### config.mk
export PLATFORM = sky130hd
export DESIGN_NAME = rag_box
export DESIGN_NICKNAME = d
export VERILOG_FILES = /design/src/sv/assert_macros.svh /design/src/sv/rag_pkg.sv /design/src/sv/rag_box.sv
export SDC_FILE = /design/constraint.sdc
export NUM_CORES = 2
export LEC_CHECK = 0
export BUFFER_PORTS_ARGS = -buffer_cell sky130_fd_sc_hd__buf_4
export CAP_MARGIN = 20
export CORE_MARGIN = 1
export CORE_UTILIZATION = 45
export CTS_CLUSTER_DIAMETER = 200
export CTS_CLUSTER_SIZE = 40
export DETAILED_ROUTE_END_ITERATION = 10
export GPL_TIMING_DRIVEN = 0
export REMOVE_ABC_BUFFERS = 1
export SLEW_MARGIN = 20
export SYNTH_ARGS = -nofsm -noshare
export SYNTH_HDL_FRONTEND = slang
export SYNTH_SLANG_ARGS = --single-unit
### constraint.sdc
create_clock -name aclk -period 17.65 [get_ports aclk]
set_clock_uncertainty 0.2 [all_clocks]
set_input_delay 1.765 -clock aclk [delete_from_list [all_inputs] [get_ports aclk]]
set_output_delay 1.765 -clock aclk [all_outputs]
set_load 0.005 [all_outputs]
### src/sv/assert_macros.svh
// Assertion macros shared by the rotate address generator RTL.
// No dependencies; define SYNTH to compile every check away.
`ifndef ASSERT_MACROS_SVH
`define ASSERT_MACROS_SVH
`ifndef SYNTH
// Clocked check, disabled while the active-low reset is asserted.
`define RAG_ASSERT(lbl, clk, rstn, prop) \
    lbl: assert property (@(posedge clk) disable iff (!(rstn)) prop) \
        else $error("rag assertion failed");
// Clocked check that also runs during reset.
`define RAG_ASSERT_NR(lbl, clk, prop) \
    lbl: assert property (@(posedge clk) prop) \
        else $error("rag assertion failed");
`else
`define RAG_ASSERT(lbl, clk, rstn, prop)
`define RAG_ASSERT_NR(lbl, clk, prop)
`endif
`endif

### src/sv/rag_pkg.sv
// Shared widths, register indexes and the pixel struct of the rotate address generator.
// No dependencies.
`timescale 1ns / 1ps
package rag_pkg;
    localparam int CNT_W      = 11;   // destination column / row
    localparam int PIXN_W     = 12;   // pixel count per axis, 1 .. MAX_PIX
    localparam int MAX_PIX    = 2048;
    localparam int SRC_W      = 10;   // source column / row
    localparam int DIM_W      = 11;   // source width / height register
    localparam int ANG_RAW_W  = 16;   // sine / cosine register
    localparam int CFG_IDX_W  = 4;
    localparam int CFG_DATA_W = 16;
    localparam int BOX_LAT    = 5;    // stages of the bounding box unit
    localparam int SETTLE_W   = 3;

    typedef enum logic [CFG_IDX_W-1:0] {
        CFG_SRC_WIDTH  = 4'd0,
        CFG_SRC_HEIGHT = 4'd1,
        CFG_SINE       = 4'd2,
        CFG_COSINE     = 4'd3
    } cfg_idx_t;

    typedef struct packed {
        logic [CNT_W-1:0] dst_x;
        logic [CNT_W-1:0] dst_y;
        logic             last;
    } rag_pix_t;
endpackage

### src/sv/rag_box.sv
// Bounding box unit: rotated corners, box offsets and pixel counts, five stages.
// Depends on rag_pkg.
`timescale 1ns / 1ps
module rag_box #(
    parameter int  ANGLE_FRAC_BITS = 14,
    localparam int ANG_W = ANGLE_FRAC_BITS + 2,
    localparam int BOX_W = ANGLE_FRAC_BITS + 15
) (
    input  logic                           aclk,
    input  logic [rag_pkg::DIM_W-1:0]      w_dim,
    input  logic [rag_pkg::DIM_W-1:0]      h_dim,
    input  logic signed [ANG_W-1:0]        s_ang,
    input  logic signed [ANG_W-1:0]        c_ang,
    output logic signed [BOX_W-1:0]        box_min_x,
    output logic signed [BOX_W-1:0]        box_min_y,
    output logic [rag_pkg::PIXN_W-1:0]     box_cols,
    output logic [rag_pkg::PIXN_W-1:0]     box_rows
);
    import rag_pkg::*;

    localparam int F      = ANGLE_FRAC_BITS;
    localparam int PROD_W = DIM_W + 1 + ANG_W;
    localparam int SIZE_W = PROD_W + 2;
    localparam int N_W    = SIZE_W + 1 - F;
    localparam int ONE_M1 = (1 << F) - 1;

    logic signed [PROD_W-1:0] hs_reg, hc_reg, wc_reg, ws_reg;
    logic signed [BOX_W-1:0]  x1_reg, y1_reg, x2_reg, y2_reg, x3_reg, y3_reg;
    logic signed [BOX_W-1:0]  mnx_reg, mxx_reg, mny_reg, mxy_reg;
    logic signed [BOX_W-1:0]  min_x_reg, min_y_reg;
    logic [SIZE_W-1:0]        size_x_reg, size_y_reg;
    logic [PIXN_W-1:0]        cols_reg, rows_reg;

    function automatic logic signed [BOX_W-1:0] min4(input logic signed [BOX_W-1:0] b,
                                                     input logic signed [BOX_W-1:0] c,
                                                     input logic signed [BOX_W-1:0] d);
        logic signed [BOX_W-1:0] m;
        m = '0;
        if (b < m) m = b;
        if (c < m) m = c;
        if (d < m) m = d;
        return m;
    endfunction

    function automatic logic signed [BOX_W-1:0] max4(input logic signed [BOX_W-1:0] b,
                                                     input logic signed [BOX_W-1:0] c,
                                                     input logic signed [BOX_W-1:0] d);
        logic signed [BOX_W-1:0] m;
        m = '0;
        if (b > m) m = b;
        if (c > m) m = c;
        if (d > m) m = d;
        return m;
    endfunction

    // Round a Q.F size up to whole pixels, at least one, at most MAX_PIX.
    function automatic logic [PIXN_W-1:0] pixel_count(input logic [SIZE_W-1:0] size);
        logic [SIZE_W:0]   rnd;
        logic [N_W-1:0]    n;
        logic [PIXN_W-1:0] res;
        rnd = {1'b0, size} + (SIZE_W + 1)'(ONE_M1);
        n   = rnd[SIZE_W:F];
        if (n == '0) begin
            res = PIXN_W'(1);
        end else if (n > N_W'(MAX_PIX)) begin
            res = PIXN_W'(MAX_PIX);
        end else begin
            res = PIXN_W'(n);
        end
        return res;
    endfunction

    always_ff @(posedge aclk) begin
        // corner products
        hs_reg <= PROD_W'($signed({1'b0, h_dim})) * PROD_W'(s_ang);
        hc_reg <= PROD_W'($signed({1'b0, h_dim})) * PROD_W'(c_ang);
        wc_reg <= PROD_W'($signed({1'b0, w_dim})) * PROD_W'(c_ang);
        ws_reg <= PROD_W'($signed({1'b0, w_dim})) * PROD_W'(s_ang);
        // corners (w,0) (0,h) (w,h)
        x1_reg <= -BOX_W'(hs_reg);
        y1_reg <= BOX_W'(hc_reg);
        x2_reg <= BOX_W'(wc_reg) - BOX_W'(hs_reg);
        y2_reg <= BOX_W'(hc_reg) + BOX_W'(ws_reg);
        x3_reg <= BOX_W'(wc_reg);
        y3_reg <= BOX_W'(ws_reg);
        // extent including the origin
        mnx_reg <= min4(x1_reg, x2_reg, x3_reg);
        mxx_reg <= max4(x1_reg, x2_reg, x3_reg);
        mny_reg <= min4(y1_reg, y2_reg, y3_reg);
        mxy_reg <= max4(y1_reg, y2_reg, y3_reg);
        min_x_reg  <= mnx_reg;
        min_y_reg  <= mny_reg;
        size_x_reg <= SIZE_W'(mxx_reg) - SIZE_W'(mnx_reg);
        size_y_reg <= SIZE_W'(mxy_reg) - SIZE_W'(mny_reg);
        cols_reg   <= pixel_count(size_x_reg);
        rows_reg   <= pixel_count(size_y_reg);
    end

    assign box_min_x = min_x_reg;
    assign box_min_y = min_y_reg;
    assign box_cols  = cols_reg;
    assign box_rows  = rows_reg;
endmodule

==> summary.txt <==
Clocking
  • Clock buffers created by TritonCTS: 17
  • Hold_buf cts: 0
  • Post-CTS resize count: 0
  • Max clock buf depth: 3
  • CTS tree: built
  • Total setup buffers inserted after CTS: 0
  • Count of clock tree sinks: around 540
  • Root buffer selected by CTS: sky130_fd_sc_hd__clkbuf_16
  • Clock-pin slew reported for the worst setup and hold paths after clock tree synthesis: approximately 0.14 ns
  • Clock insertion delay at the later pin of the skew report: approximately 0.59 ns
  • Number of levels the H-tree was split into: 1

Setup path
  • Worst Reg-to-Reg Cells: 24
  • Data arrival time of the critical path: around 7.9 ns
  • Setup CP Type: input pin to flip-flop
  • Crit. End Element: flip-flop
  • Crit-path slowest cell: sky130_fd_sc_hd__a2111oi_1
  • Critical path cell sequence: buf_4, nand2_1, fa_1, inv_1, fa_1, inv_1, fa_1, inv_1, fa_1, fa_1, ha_1, o21ai_0, nand2b_1, a21oi_1, a2111oi_1, a31oi_1, o31ai_1, o41ai_1, xnor2_1
  • Maximum fanout encountered on the critical timing path: 32
  • CP dominant cell by count: sky130_fd_sc_hd__fa_1
  • Worst setup SP type: input pin
  • Required arrival time at the worst endpoint: ~18 ns
  • CP max stage delay: about 0.83 ns

GRT
  • Gr usage total: 0.214
  • Number of global-route vias before repair: approximately 38k
  • Number of antenna violations at the first check in global routing: 8
  • Total gr overflow: 0
  • Global-route wire length before repair: ~200 mm
  • Largest net degree at the start of global routing: a little over 40

Routing
  • Aggregate routed wire length: 123 mm
  • Router iterations before antenna repair: 10
  • Wire per inst: between 15 and 20 um
  • Drt first-iter violations: ~1.9k
  • Vias: 37.0k
  • DR vias/cell: just over 5
  • DRC Markers: 16
  • DRT antenna net count: 0

Floorplan
  • Die width: about 340 um
  • Vertical die dimension: ~340 um
  • Number of rows in the core area: about 120
  • Die footprint: approximately 0.12 sq mm
  • Placeable Area: about 0.11 sq mm
  • Starting Density: 0.455
  • I/O pin count: 137

STA
  • Total of endpoints with negative setup slack in the final report: 0
  • Total Neg Setup Slack: 0 ns
  • Number of hold violations in the final report: 0
  • Post-route fraction of the period consumed by the critical path: 0.434
  • Final Slew Violations: 0
  • PnR worst setup slack: 9.99 ns
  • RSZ-0062 raised after global routing: no
  • Shortest period the worst path allows: ~7.7 ns
  • Relative slew slack: 0.276
  • Worst-Margin Slew: between 1 and 1.5 ns
  • Top achievable clock speed: 130 MHz

Layout
  • Non-filler instance count after layout: 7223
  • # fillers: 10.9k
  • Area taken by flip-flops and latches: roughly 0.011 sq mm
  • Layout Area Growth over Synthesis: 5.65%
  • Total number of nets in the final design: about 7.0k
  • Share of final-layout standard cells stronger than drive strength 1: 0.0429
  • Antenna Diode Count: 0
  • Area used by multi-input combinational logic: about 0.037 sq mm

Placed design
  • Routability cong.: a little over 0.9
  • Worst setup timing slack at the placement stage: approximately 9.4 ns
  • Post-DP HPWL: 100 mm
  • Port buffer count: around 140
  • Placed instance count: roughly 7k

Synth
  • Flop and latch count out of synthesis: ~540
  • Number of flops mapped to enable cells by yosys: 0
  • Seq/Total Area, Yosys: 0.208
  • Summed instance area of the synthesized netlist: between 0.05 and 0.06 sq mm
  • Per-instance average area after synthesis: just over 9 sq um
  • Synthesized instance count: approximately 5.7k
  • Synthesis warning total: 0
  • Number of different library cells in the post-synthesis netlist: 94
  • Ys async rst share: 0
  • Main synth FF type: sky130_fd_sc_hd__dfxtp_1

Hold path
  • Hold Path Cell Cnt: 0
  • Min-delay worst type: flip-flop to flip-flop

Status
  • Violations in the final reports: design-rule violations
  • Status: complete, but fails checks

Flow run
  • Max Cap Violations: 0
stage by stage:
stage / cell area, sq um / hold WS (ns) / util
after global placement: 54300 / 0.138 / 0.473
after detailed placement: 54600 / 0.138 / 0.476
final: 55100 / 0.143 / 0.480
after floorplan: 51400 / 0.131 / -
after CTS: 55100 / 0.151 / 0.480
after global routing: 55100 / 0.158 / 0.480
critical path: cells and delay by family:
| family | cells | cell delay, ns |
|---|---|---|
| buf+inv | 4 | 0.53 |
| xor+xnor | 1 | 0.62 |
| fa+ha+maj | 6 | 2.85 |
| compound gates | 6 | 1.83 |
| simple gates | 2 | 0.23 |
logic make-up after synthesis:
| family | synth area share |
|---|---|
| AOI/OAI and AO/OA | 0.0956 |
| xor gates and xnor gates | 0.0412 |
| adders and majority gates | 0.391 |
| buffers and inverters | 0.0872 |
| DFF | 0.208 |
| muxes | 0.0255 |
| other | 0.0000719 |
| and+or+nand+nor | 0.152 |
final cells by class:
type	count	area share
timing repair buffer	151	0.0230
clock buffer	17	0.00772
multi-input combinational	3993	0.669
inverter	1007	0.0686
tap	1512	0.0344
sequential	541	0.197
clock inverter	2	0.000523
layout by cell type (no fill, tap or decap), types with 10 or more instances in the layout:
cell type / count
sky130_fd_sc_hd__or3_1: 17
sky130_fd_sc_hd__dfxtp_1: 540
sky130_fd_sc_hd__a21o_1: 100
sky130_fd_sc_hd__buf_4: 140
sky130_fd_sc_hd__and3_1: 23
sky130_fd_sc_hd__o21bai_1: 17
sky130_fd_sc_hd__a211oi_1: 28
sky130_fd_sc_hd__clkbuf_16: 17
sky130_fd_sc_hd__nand4_1: 62
sky130_fd_sc_hd__nand2_1: 573
sky130_fd_sc_hd__nand3_1: 53
sky130_fd_sc_hd__and2_1: 377
sky130_fd_sc_hd__nor3_1: 56
sky130_fd_sc_hd__fa_1: 648
sky130_fd_sc_hd__ha_1: 591
sky130_fd_sc_hd__o211ai_1: 22
sky130_fd_sc_hd__nand2b_1: 33
sky130_fd_sc_hd__nor4_1: 43
sky130_fd_sc_hd__and4_1: 10
sky130_fd_sc_hd__a31oi_1: 23
sky130_fd_sc_hd__a21oi_1: 298
sky130_fd_sc_hd__nor2_1: 278
sky130_fd_sc_hd__nor2b_1: 43
sky130_fd_sc_hd__a41oi_1: 10
sky130_fd_sc_hd__mux2_2: 19
sky130_fd_sc_hd__o21a_1: 48
sky130_fd_sc_hd__inv_1: 1007
sky130_fd_sc_hd__o21ai_0: 96
sky130_fd_sc_hd__xor2_1: 53
sky130_fd_sc_hd__o21ai_1: 19
sky130_fd_sc_hd__mux2i_1: 92
sky130_fd_sc_hd__xnor2_1: 192
final timing paths:
kind / from / end / slack (ns)
setup / recovery: w_dim[3] / ws_reg[27]$_DFF_P_ / 9.99
hold / removal: mny_reg[3]$_DFF_P_ / box_min_y[3]$_DFF_P_ / 0.14
setup reg to reg: y1_reg[26]$_DFF_P_ / mxy_reg[0]$_DFF_P_ / 10.21
hold reg to reg: mny_reg[3]$_DFF_P_ / box_min_y[3]$_DFF_P_ / 0.14
layer usage:
metal	vias to the layer above	global-route usage	part of all wire
li1	18265	-	-
met1	17960	0.308	0.49
met2	649	0.357	0.46
met3	110	0.0109	0.032
met4	0	0.0426	0.019
met5	-	0	0
synthesized netlist by cell type, types with 96 or more instances:
master                     number  area share
sky130_fd_sc_hd__a21o_1       100       0.014
sky130_fd_sc_hd__a21oi_1      300       0.029
sky130_fd_sc_hd__and2_1       377       0.045
sky130_fd_sc_hd__clkbuf_1     163       0.012
sky130_fd_sc_hd__dfxtp_1      541        0.21
sky130_fd_sc_hd__fa_1         648        0.25
sky130_fd_sc_hd__ha_1         591        0.14
sky130_fd_sc_hd__inv_1       1007       0.073
sky130_fd_sc_hd__nand2_1      573       0.041
sky130_fd_sc_hd__nor2_1       278       0.020
sky130_fd_sc_hd__o21ai_0       96      0.0092
sky130_fd_sc_hd__xnor2_1      192       0.032
Power is not shown: default switching activity piles up to over one toggle a cycle in this logic, so the estimate is an artifact.
