$ cat config.mk
export PLATFORM = sky130hd
export DESIGN_NAME = rag_scan
export DESIGN_NICKNAME = d
export VERILOG_FILES = /design/src/sv/rag_pkg.sv /design/src/sv/rag_scan.sv
export VERILOG_INCLUDE_DIRS = /design/src /design/src/sv
export SDC_FILE = /design/constraint.sdc
export NUM_CORES = 1
export LEC_CHECK = 0
export BUFFER_PORTS_ARGS = -buffer_cell sky130_fd_sc_hd__buf_2
export CORE_MARGIN = 3
export CORE_UTILIZATION = 30
export DETAILED_ROUTE_END_ITERATION = 6
export HOLD_SLACK_MARGIN = 0.03
export SYNTH_ARGS = -nofsm -noshare
export SYNTH_HDL_FRONTEND = slang
export SYNTH_SLANG_ARGS = --single-unit
$ cat constraint.sdc
create_clock -name aclk -period 5.05 [get_ports aclk]
set_input_delay 0.2525 -clock aclk [delete_from_list [all_inputs] [get_ports aclk]]
set_output_delay 0.2525 -clock aclk [all_outputs]
set_load 0.05 [all_outputs]
$ cat src/sv/assert_macros.svh
// Assertion macros shared by the rotate address generator RTL.
// No dependencies; define SYNTH to compile every check away.
`ifndef ASSERT_MACROS_SVH
`define ASSERT_MACROS_SVH
`ifndef SYNTH
// Clocked check, disabled while the active-low reset is asserted.
`define RAG_ASSERT(lbl, clk, rstn, prop) \
    lbl: assert property (@(posedge clk) disable iff (!(rstn)) prop) \
        else $error("rag assertion failed");
// Clocked check that also runs during reset.
`define RAG_ASSERT_NR(lbl, clk, prop) \
    lbl: assert property (@(posedge clk) prop) \
        else $error("rag assertion failed");
`else
`define RAG_ASSERT(lbl, clk, rstn, prop)
`define RAG_ASSERT_NR(lbl, clk, prop)
`endif
`endif

$ cat src/sv/rag_pkg.sv
// Shared widths, register indexes and the pixel struct of the rotate address generator.
// No dependencies.
`timescale 1ns / 1ps
package rag_pkg;
    localparam int CNT_W      = 11;   // destination column / row
    localparam int PIXN_W     = 12;   // pixel count per axis, 1 .. MAX_PIX
    localparam int MAX_PIX    = 2048;
    localparam int SRC_W      = 10;   // source column / row
    localparam int DIM_W      = 11;   // source width / height register
    localparam int ANG_RAW_W  = 16;   // sine / cosine register
    localparam int CFG_IDX_W  = 4;
    localparam int CFG_DATA_W = 16;
    localparam int BOX_LAT    = 5;    // stages of the bounding box unit
    localparam int SETTLE_W   = 3;

    typedef enum logic [CFG_IDX_W-1:0] {
        CFG_SRC_WIDTH  = 4'd0,
        CFG_SRC_HEIGHT = 4'd1,
        CFG_SINE       = 4'd2,
        CFG_COSINE     = 4'd3
    } cfg_idx_t;

    typedef struct packed {
        logic [CNT_W-1:0] dst_x;
        logic [CNT_W-1:0] dst_y;
        logic             last;
    } rag_pix_t;
endpackage

$ cat src/sv/rag_scan.sv
// Raster scan: active box, column / row counters and the input register stage.
// Depends on rag_pkg and assert_macros.svh.
`timescale 1ns / 1ps
`include "assert_macros.svh"
module rag_scan #(
    parameter int  ANGLE_FRAC_BITS = 14,
    localparam int BOX_W = ANGLE_FRAC_BITS + 15
) (
    input  logic                        aclk,
    input  logic                        aresetn,
    input  logic                        s_valid,
    output logic                        s_ready,
    input  logic                        s_start_req,
    input  logic                        box_ready,
    input  logic signed [BOX_W-1:0]     box_min_x,
    input  logic signed [BOX_W-1:0]     box_min_y,
    input  logic [rag_pkg::PIXN_W-1:0]  box_cols,
    input  logic [rag_pkg::PIXN_W-1:0]  box_rows,
    output logic                        s1_valid,
    input  logic                        s1_ready,
    output rag_pkg::rag_pix_t           s1_pix,
    output logic signed [BOX_W-1:0]     s1_min_x,
    output logic signed [BOX_W-1:0]     s1_min_y
);
    import rag_pkg::*;

    logic [CNT_W-1:0]        col_reg, row_reg, col_next, row_next, col_use, row_use;
    logic [PIXN_W-1:0]       cols_reg, rows_reg, cols_use, rows_use, col_inc, row_inc;
    logic signed [BOX_W-1:0] min_x_reg, min_y_reg, min_x_use, min_y_use;
    logic                    s1_valid_reg, accept, last_use;
    rag_pix_t                pix_reg;
    logic signed [BOX_W-1:0] s1_min_x_reg, s1_min_y_reg;

    assign s_ready = box_ready && (!s1_valid_reg || s1_ready);
    assign accept  = s_valid && s_ready;

    always_comb begin
        if (s_start_req) begin
            cols_use  = box_cols;
            rows_use  = box_rows;
            min_x_use = box_min_x;
            min_y_use = box_min_y;
            col_use   = '0;
            row_use   = '0;
        end else begin
            cols_use  = cols_reg;
            rows_use  = rows_reg;
            min_x_use = min_x_reg;
            min_y_use = min_y_reg;
            col_use   = col_reg;
            row_use   = row_reg;
        end
        last_use = ({1'b0, col_use} == cols_use - PIXN_W'(1))
                && ({1'b0, row_use} == rows_use - PIXN_W'(1));
        col_inc  = {1'b0, col_use} + PIXN_W'(1);
        row_inc  = {1'b0, row_use} + PIXN_W'(1);
        col_next = col_inc[CNT_W-1:0];
        row_next = row_use;
        if (col_inc >= cols_use) begin
            col_next = '0;
            row_next = (row_inc >= rows_use) ? '0 : row_inc[CNT_W-1:0];
        end
    end

    always_ff @(posedge aclk) begin
        if (!aresetn) begin
            col_reg      <= '0;
            row_reg      <= '0;
            cols_reg     <= PIXN_W'(1);
            rows_reg     <= PIXN_W'(1);
            min_x_reg    <= '0;
            min_y_reg    <= '0;
            s1_valid_reg <= 1'b0;
        end else begin
            if (accept) begin
                col_reg   <= col_next;
                row_reg   <= row_next;
                cols_reg  <= cols_use;
                rows_reg  <= rows_use;
                min_x_reg <= min_x_use;
                min_y_reg <= min_y_use;
            end
            if (accept) begin
                s1_valid_reg <= 1'b1;
            end else if (s1_ready) begin
                s1_valid_reg <= 1'b0;
            end
        end
    end

    always_ff @(posedge aclk) begin
        if (accept) begin
            pix_reg.dst_x <= col_use;
            pix_reg.dst_y <= row_use;
            pix_reg.last  <= last_use;
            s1_min_x_reg  <= min_x_use;
            s1_min_y_reg  <= min_y_use;
        end
    end

    assign s1_valid = s1_valid_reg;
    assign s1_pix   = pix_reg;
    assign s1_min_x = s1_min_x_reg;
    assign s1_min_y = s1_min_y_reg;

    `RAG_ASSERT(a_col_in_box, aclk, aresetn, {1'b0, col_reg} < cols_reg)
    `RAG_ASSERT(a_row_in_box, aclk, aresetn, {1'b0, row_reg} < rows_reg)
    `RAG_ASSERT(a_start_origin, aclk, aresetn, s_valid && s_ready && s_start_req |=> s1_valid_reg && (pix_reg.dst_x == '0) && (pix_reg.dst_y == '0))
endmodule

==> results of run 1 <==
## power breakdown
part / switching [mW] / leakage (nW) / internal, mW / total (mW)
logic: 0.353 / 2.65 / 0.188 / 0.541
clock network: 0.611 / 0.281 / 0.706 / 1.32
registers: 0.0390 / 1.63 / 1.64 / 1.68
## per-layer routing
layer / track usage [%] / vias up
li1: - / 3565
met4: 6.03 / 0
met5: 0 / -
met1: 19.8 / 3352
met3: 2.75 / 34
met2: 22.6 / 211
## critical path: stages, from the launching register on
cell	delay, ns
dfxtp_1	0.46
nor2b_1	0.21
nor2b_1	0.24
and4_1	0.25
nand3_1	0.10
xor2_1	0.15
nor2_1	0.21
ha_1	0.29
a21o_1	0.18
a21o_1	0.17
a21oi_1	0.40
o21a_1	0.36
buf_4	0.25
a21oi_1	0.10
o22ai_1	0.18
## synth_stat cells, types with 17 or more instances
master and n:
nand2_1 176, dfxtp_1 105, edfxtp_1 81, a21boi_0 70
mux2_2 60, clkbuf_1 36, o21ai_0 34, a21oi_1 29
ha_1 28, xnor2_1 23, nor2_1 22, o211a_1 22
nor2b_1 21, nor3_1 20, mux2i_1 19, nand3_1 17
## stage by stage
step	instance area (um^2)	hold slack [ns]	cells	utilization (%)
after detailed placement	10500	0.455	1429	34.4
after floorplan	9370	0.441	910	-
final	11100	0.125	1461	36.2
after CTS	11100	0.0877	1461	36.2
after global placement	10500	0.447	1429	34.4
after global routing	11100	0.0998	1461	36.2
## kinds of logic (layout without fill, tap and decap cells)
logic type / after synthesis / after routing / synth area share [%]
DFF: 186 / 186 / 48.4
adders and majority gates: 28 / 28 / 3.74
and+or+nand+nor: 300 / 300 / 14.9
buffers and inverters: 67 / 222 / 3.34
xor gates and xnor gates: 38 / 38 / 3.55
AOI/OAI and AO/OA: 210 / 210 / 16.4
muxes: 81 / 81 / 9.73
## layout make-up
type / count / area (um^2) / area share (%)
Clock buffer: 19 / 443 / 3.99
Clock inverter: 13 / 131 / 1.18
Inverter: 11 / 46.3 / 0.417
Multi-Input combinational cell: 657 / 4530 / 40.7
Sequential cell: 186 / 4530 / 40.8
Tap cell: 396 / 495 / 4.46
Timing Repair Buffer: 179 / 937 / 8.43
## path summary, 6_finish.rpt
check,end,depth (start not counted),startpoint
worst max register to register,row_reg[0]$_SDFFE_PN0P_,14,col_reg[3]$_SDFFE_PN0P_
worst max-delay path,row_reg[0]$_SDFFE_PN0P_,14,col_reg[3]$_SDFFE_PN0P_
worst min-delay path,s1_valid$_SDFFE_PN0P_,3,s1_ready
worst min register to register,min_x_reg[17]$_SDFFE_PN0P_,2,min_x_reg[17]$_SDFFE_PN0P_
==> metrics, run 1 <==
IO buf count 170; Synth warnings 0; P per Cell Area roughly 320 mW/mm^2; GPL Wtd Cong about 0.84; crit-path max FO 10; register area share after synthesis approximately 48%; CP Class flop to flop; CP arrival 3.98 ns; H-tree depth 4; R2R setup slack about 1.4 ns; count of different cell masters after synthesis between 60 and 70; postcts setup bufs 0; Die Height between 150 and 200 um; Slew Viols, Final 0; Top Ports around 170; Reg clk slew, reported paths approximately 0.070 ns; CP startpoint kind flop; hold_buf cts 0; most frequent cells in the layout nand2_1, buf_2, dfxtp_1; gr usage total 14.5%; TritonCTS buffer count 17; area share of the largest cell type after synthesis between 20% and 30%; Post-Syn Area per Cell between 10 and 15 um^2; fin crit period 3.63 ns; Starting DRT DRC Count 499; die width approximately 180 um; Remaining Overflow, GRT 0; latest clock arrival within the worst-skew pair ~0.44 ns; met1 wire length between 10 and 15 mm; first-pass GRT wire length 38.3 mm; Mapped Nets 1,026; DR DRC count 0; die footprint approximately 0.033 mm^2; Synth Instances about 900; cts repair resizes 0; Clock Tree Root clkbuf_16; ANT cells 0; asr flop ratio synth 0%; Slew headroom about 30%; Area contributors post-synth edfxtp_1, dfxtp_1, mux2_2; initial antenna violation count 0; std cell rows 64; fin crit share a little under three quarters; count of flip-flops with a built-in enable after synthesis 81; share of cells above drive strength 1 between 20% and 30%; status finished clean; Max Cap Viol 0; drt wl/cell between 15 and 20 um; largest net degree at the start of global routing between 100 and 150; pre-CTS setup slack approximately 1.2 ns; critical path data required time 5.41 ns; worst-margin pin slew between 1 and 1.5 ns; Pre-Repair DR Iteration Count 5; CTS max path bufs 2; HPWL Detailed between 15 and 20 mm; final antenna-violating net count 0; Hold WC Path Type input pin to flop; Net count, final 1,168; Top FF cell, synth dfxtp_1; total power 3.54 mW; Initial Utilization roughly 30%; Core ar. approximately 0.031 mm^2; Area growth, synth to finish 18.7%; leading cell type in the layout, fill and taps excluded nand2_1; clock sink total about 190; achievable clock frequency around 0.28 GHz; RSZ-0062 raised after global routing false; CTS tree built; layout filler cell count ~3,100; TNS Setup 0 ns; Worst Skew between 0.015 and 0.02 ns; Highest Signal Layer met4; final wirelength ~24 mm; number of vias per cell 4.90; wire length on met2 approximately 11 mm; peak supply drop about 0.00023 V; Mapped Area 0.00937 mm^2; vias in the first global route between 6,000 and 7,000; Crit. End Element flop; metal3 WL approximately 1.3 mm; cell accounting for the most synthesized area edfxtp_1; Final setup viols 0; Yosys reg bits roughly 190; Final Hold Vio Count 0; leak pwr 4.56 nW; Vias between 7,000 and 8,000; setup ws final approximately 1.4 ns
No activity file was read; power rests on OpenSTA's default activity.
==> run 2, diff against run 1 <==
==> constraint.sdc (replaced) <==
create_clock -name aclk -period 3.6 [get_ports aclk]
set_input_delay 0.18 -clock aclk [delete_from_list [all_inputs] [get_ports aclk]]
set_output_delay 0.18 -clock aclk [all_outputs]
set_load 0.05 [all_outputs]
==> metrics, run 2 (same netlist as run 1, synthesis figures left out) <==
CP startpoint kind flop (unchanged); Vias 7,321 (was 7,162); Worst Skew 0.0138 ns (was 0.0180 ns); CP arrival 3.66 ns (was 3.98 ns); H-tree depth 4 (unchanged); Die Height 183 um (unchanged); setup ws final 0.296 ns (was 1.42 ns); R2R setup slack 0.30 ns (was 1.42 ns); Net count, final 1,184 (was 1,168); Area growth, synth to finish 20.7% (was 18.7%); clock power share 39.0% (was 37.2%); crit path from row_reg[0]$_SDFFE_PN0P_ (was col_reg[3]$_SDFFE_PN0P_); critical path data required time 3.96 ns (was 5.41 ns); most frequent cells in the layout nand2_1, buf_2, dfxtp_1 (unchanged); worst-margin pin slew 0.994 ns (was 1.05 ns); status finished clean (unchanged); gr usage total 14.3% (was 14.5%); clock sink total 186 (unchanged); R2R depth 13 (was 14); Reg clk slew, reported paths 0.07 ns (about the same); Final setup viols 0 (unchanged); Slew Viols, Final 0 (unchanged); Initial Utilization 30.5% (unchanged); vias in the first global route 6,898 (was 6,812); leading cell type in the layout, fill and taps excluded nand2_1 (unchanged); worst r2r src row_reg[0]$_SDFFE_PN0P_ (was col_reg[3]$_SDFFE_PN0P_); Starting DRT DRC Count 498 (was 499); HPWL Detailed 17.0 mm (was 16.8 mm); drt wl/cell 16.6 um (was 16.7 um); CTS tree built (unchanged); non-filler cells, final 1,477 (was 1,461); achievable clock frequency 0.303 GHz (was 0.276 GHz); ANT cells 0 (unchanged); TNS Setup 0 ns (unchanged); initial antenna violation count 1 (was 0); Pint 3.64 mW (was 2.53 mW); Switching Fraction 28.9% (was 28.4%); die footprint 0.0334 mm^2 (unchanged); Seq pwr share 46.0% (was 47.5%); Slew headroom 33.8% (was 29.9%); TritonCTS buffer count 17 (unchanged); Clock Tree Root clkbuf_16 (unchanged); Max Cap Viol 0 (unchanged); IO buf count 170 (unchanged); Hold WC Path Type input pin to flop (unchanged); CP endpoint row_reg[6]$_SDFFE_PN0P_ (was row_reg[0]$_SDFFE_PN0P_); fin crit share 91.8% (was 71.8%); P per Cell Area 453 mW/mm^2 (was 318 mW/mm^2); final antenna-violating net count 0 (unchanged); largest net degree at the start of global routing 94 (was 128); first-pass GRT wire length 37.9 mm (was 38.3 mm); placed cells 1,444 (was 1,429); final wirelength 24.5 mm (was 24.4 mm); pre-CTS setup slack 0.265 ns (was 1.17 ns); Crit. End Element flop (unchanged); Core ar. 0.0307 mm^2 (unchanged); RSZ-0062 raised after global routing false (unchanged); CTS max path bufs 2 (unchanged); DR DRC count 0 (unchanged); Top Ports 171 (unchanged); latest clock arrival within the worst-skew pair 0.44 ns (about the same); net switching power 1.48 mW (was 1.00 mW); Final Hold Vio Count 0 (unchanged); peak supply drop 0.000328 V (was 0.000227 V); number of vias per cell 4.96 (was 4.90); RR Endpoint row_reg[6]$_SDFFE_PN0P_ (was row_reg[0]$_SDFFE_PN0P_); die width 183 um (unchanged); CP Class flop to flop (unchanged); Pre-Repair DR Iteration Count 5 (unchanged); GPL Wtd Cong 0.877 (was 0.836); std cell rows 64 (unchanged); fin crit period 3.30 ns (was 3.63 ns); crit-path max FO 8 (was 10); Remaining Overflow, GRT 0 (unchanged); leak pwr 4.66 nW (was 4.56 nW); share of cells above drive strength 1 28.5% (was 27.0%); Comb power frac 15.0% (was 15.3%)
run 2: changes by cell type in the layout (fill, tap and decap cells not counted), sizes merged:
| cell | delta |
|---|---|
| bufinv | +1 |
| clkinvlp | +1 |
| buf | +15 |
| clkbuf | -2 |
| dlygate4sd3 | +1 |
run 2: per-stage QoR:
| stage | cell area, um^2 | power, mW | util [%] | hold WS, ns |
|---|---|---|---|---|
| after floorplan | 9380 | 2.95 | - | 0.382 |
| after global placement | 10700 | 3.17 | 34.7 | 0.447 |
| after detailed placement | 10700 | 3.17 | 34.7 | 0.456 |
| after CTS | 11300 | 5.20 | 36.8 | 0.0374 |
| after global routing | 11300 | 5.36 | 36.8 | 0.0380 |
| final | 11300 | 5.12 | 36.8 | 0.0635 |
run 2: cell type report:
class | count | area, um^2
fillers | 3074 | 19400
flip-flops and latches | 186 | 4530
multi-input cells | 657 | 4530
repair buffers | 195 | 1060
well taps | 396 | 495
clock buffers | 17 | 425
clock inverters | 15 | 206
inverters | 11 | 46.3
run 2: worst max-delay path, cell delays in order, from the launching register on:
cell and delay [ns]:
dfxtp_1 0.42, nor2b_2 0.23, ha_2 0.24, nand3_1 0.18
or3_1 0.40, a21oi_1 0.21, ha_1 0.28, a21o_1 0.16
a21oi_1 0.15, o31ai_1 0.13, a221oi_4 0.34, buf_4 0.22
o2111ai_1 0.12, a21oi_1 0.17
run 2: repair_timing:
action | in CTS | in global routing
hold buffers | 1 | 0
setup buffers | 0 | 0
endpoints found under the setup margin | 0 | 14
endpoints found under the hold margin | 1 | 0
gates resized for setup | 0 | 1
run 2: how the worst min path moves through the flow:
stage | start | end | slack (ns) | cells past startpoint
finish | box_min_y[2] | s1_min_y[2]$_DFFE_PP_ | 0.06 | 2
floorplan | s1_ready | s1_valid$_SDFFE_PN0P_ | 0.38 | 2
global placement | min_y_reg[6]$_SDFFE_PN0P_ | min_y_reg[6]$_SDFFE_PN0P_ | 0.45 | 2
global route | box_min_x[5] | s1_min_x[5]$_DFFE_PP_ | 0.04 | 2
CTS | box_min_x[1] | s1_min_x[1]$_DFFE_PP_ | 0.04 | 2
detailed placement | min_y_reg[16]$_SDFFE_PN0P_ | min_y_reg[16]$_SDFFE_PN0P_ | 0.46 | 2
run 2: power groups by stage:
stage	combinational, mW	clock, mW	sequential [mW]
2_1_floorplan	0.407	0	2.54
3_3_place_gp	0.764	0	2.40
3_5_place_dp	0.771	0	2.40
4_1_cts	0.775	2.07	2.35
5_1_grt	0.836	2.16	2.36
6_report	0.770	2.00	2.35
run 2: routing by layer:
layer	wire [um]	vias up	track usage, %
li1	-	3589	-
met1	11300	3484	19.1
met2	11500	206	23.2
met3	1280	40	3.27
met4	398	2	4.08
met5	10	-	0
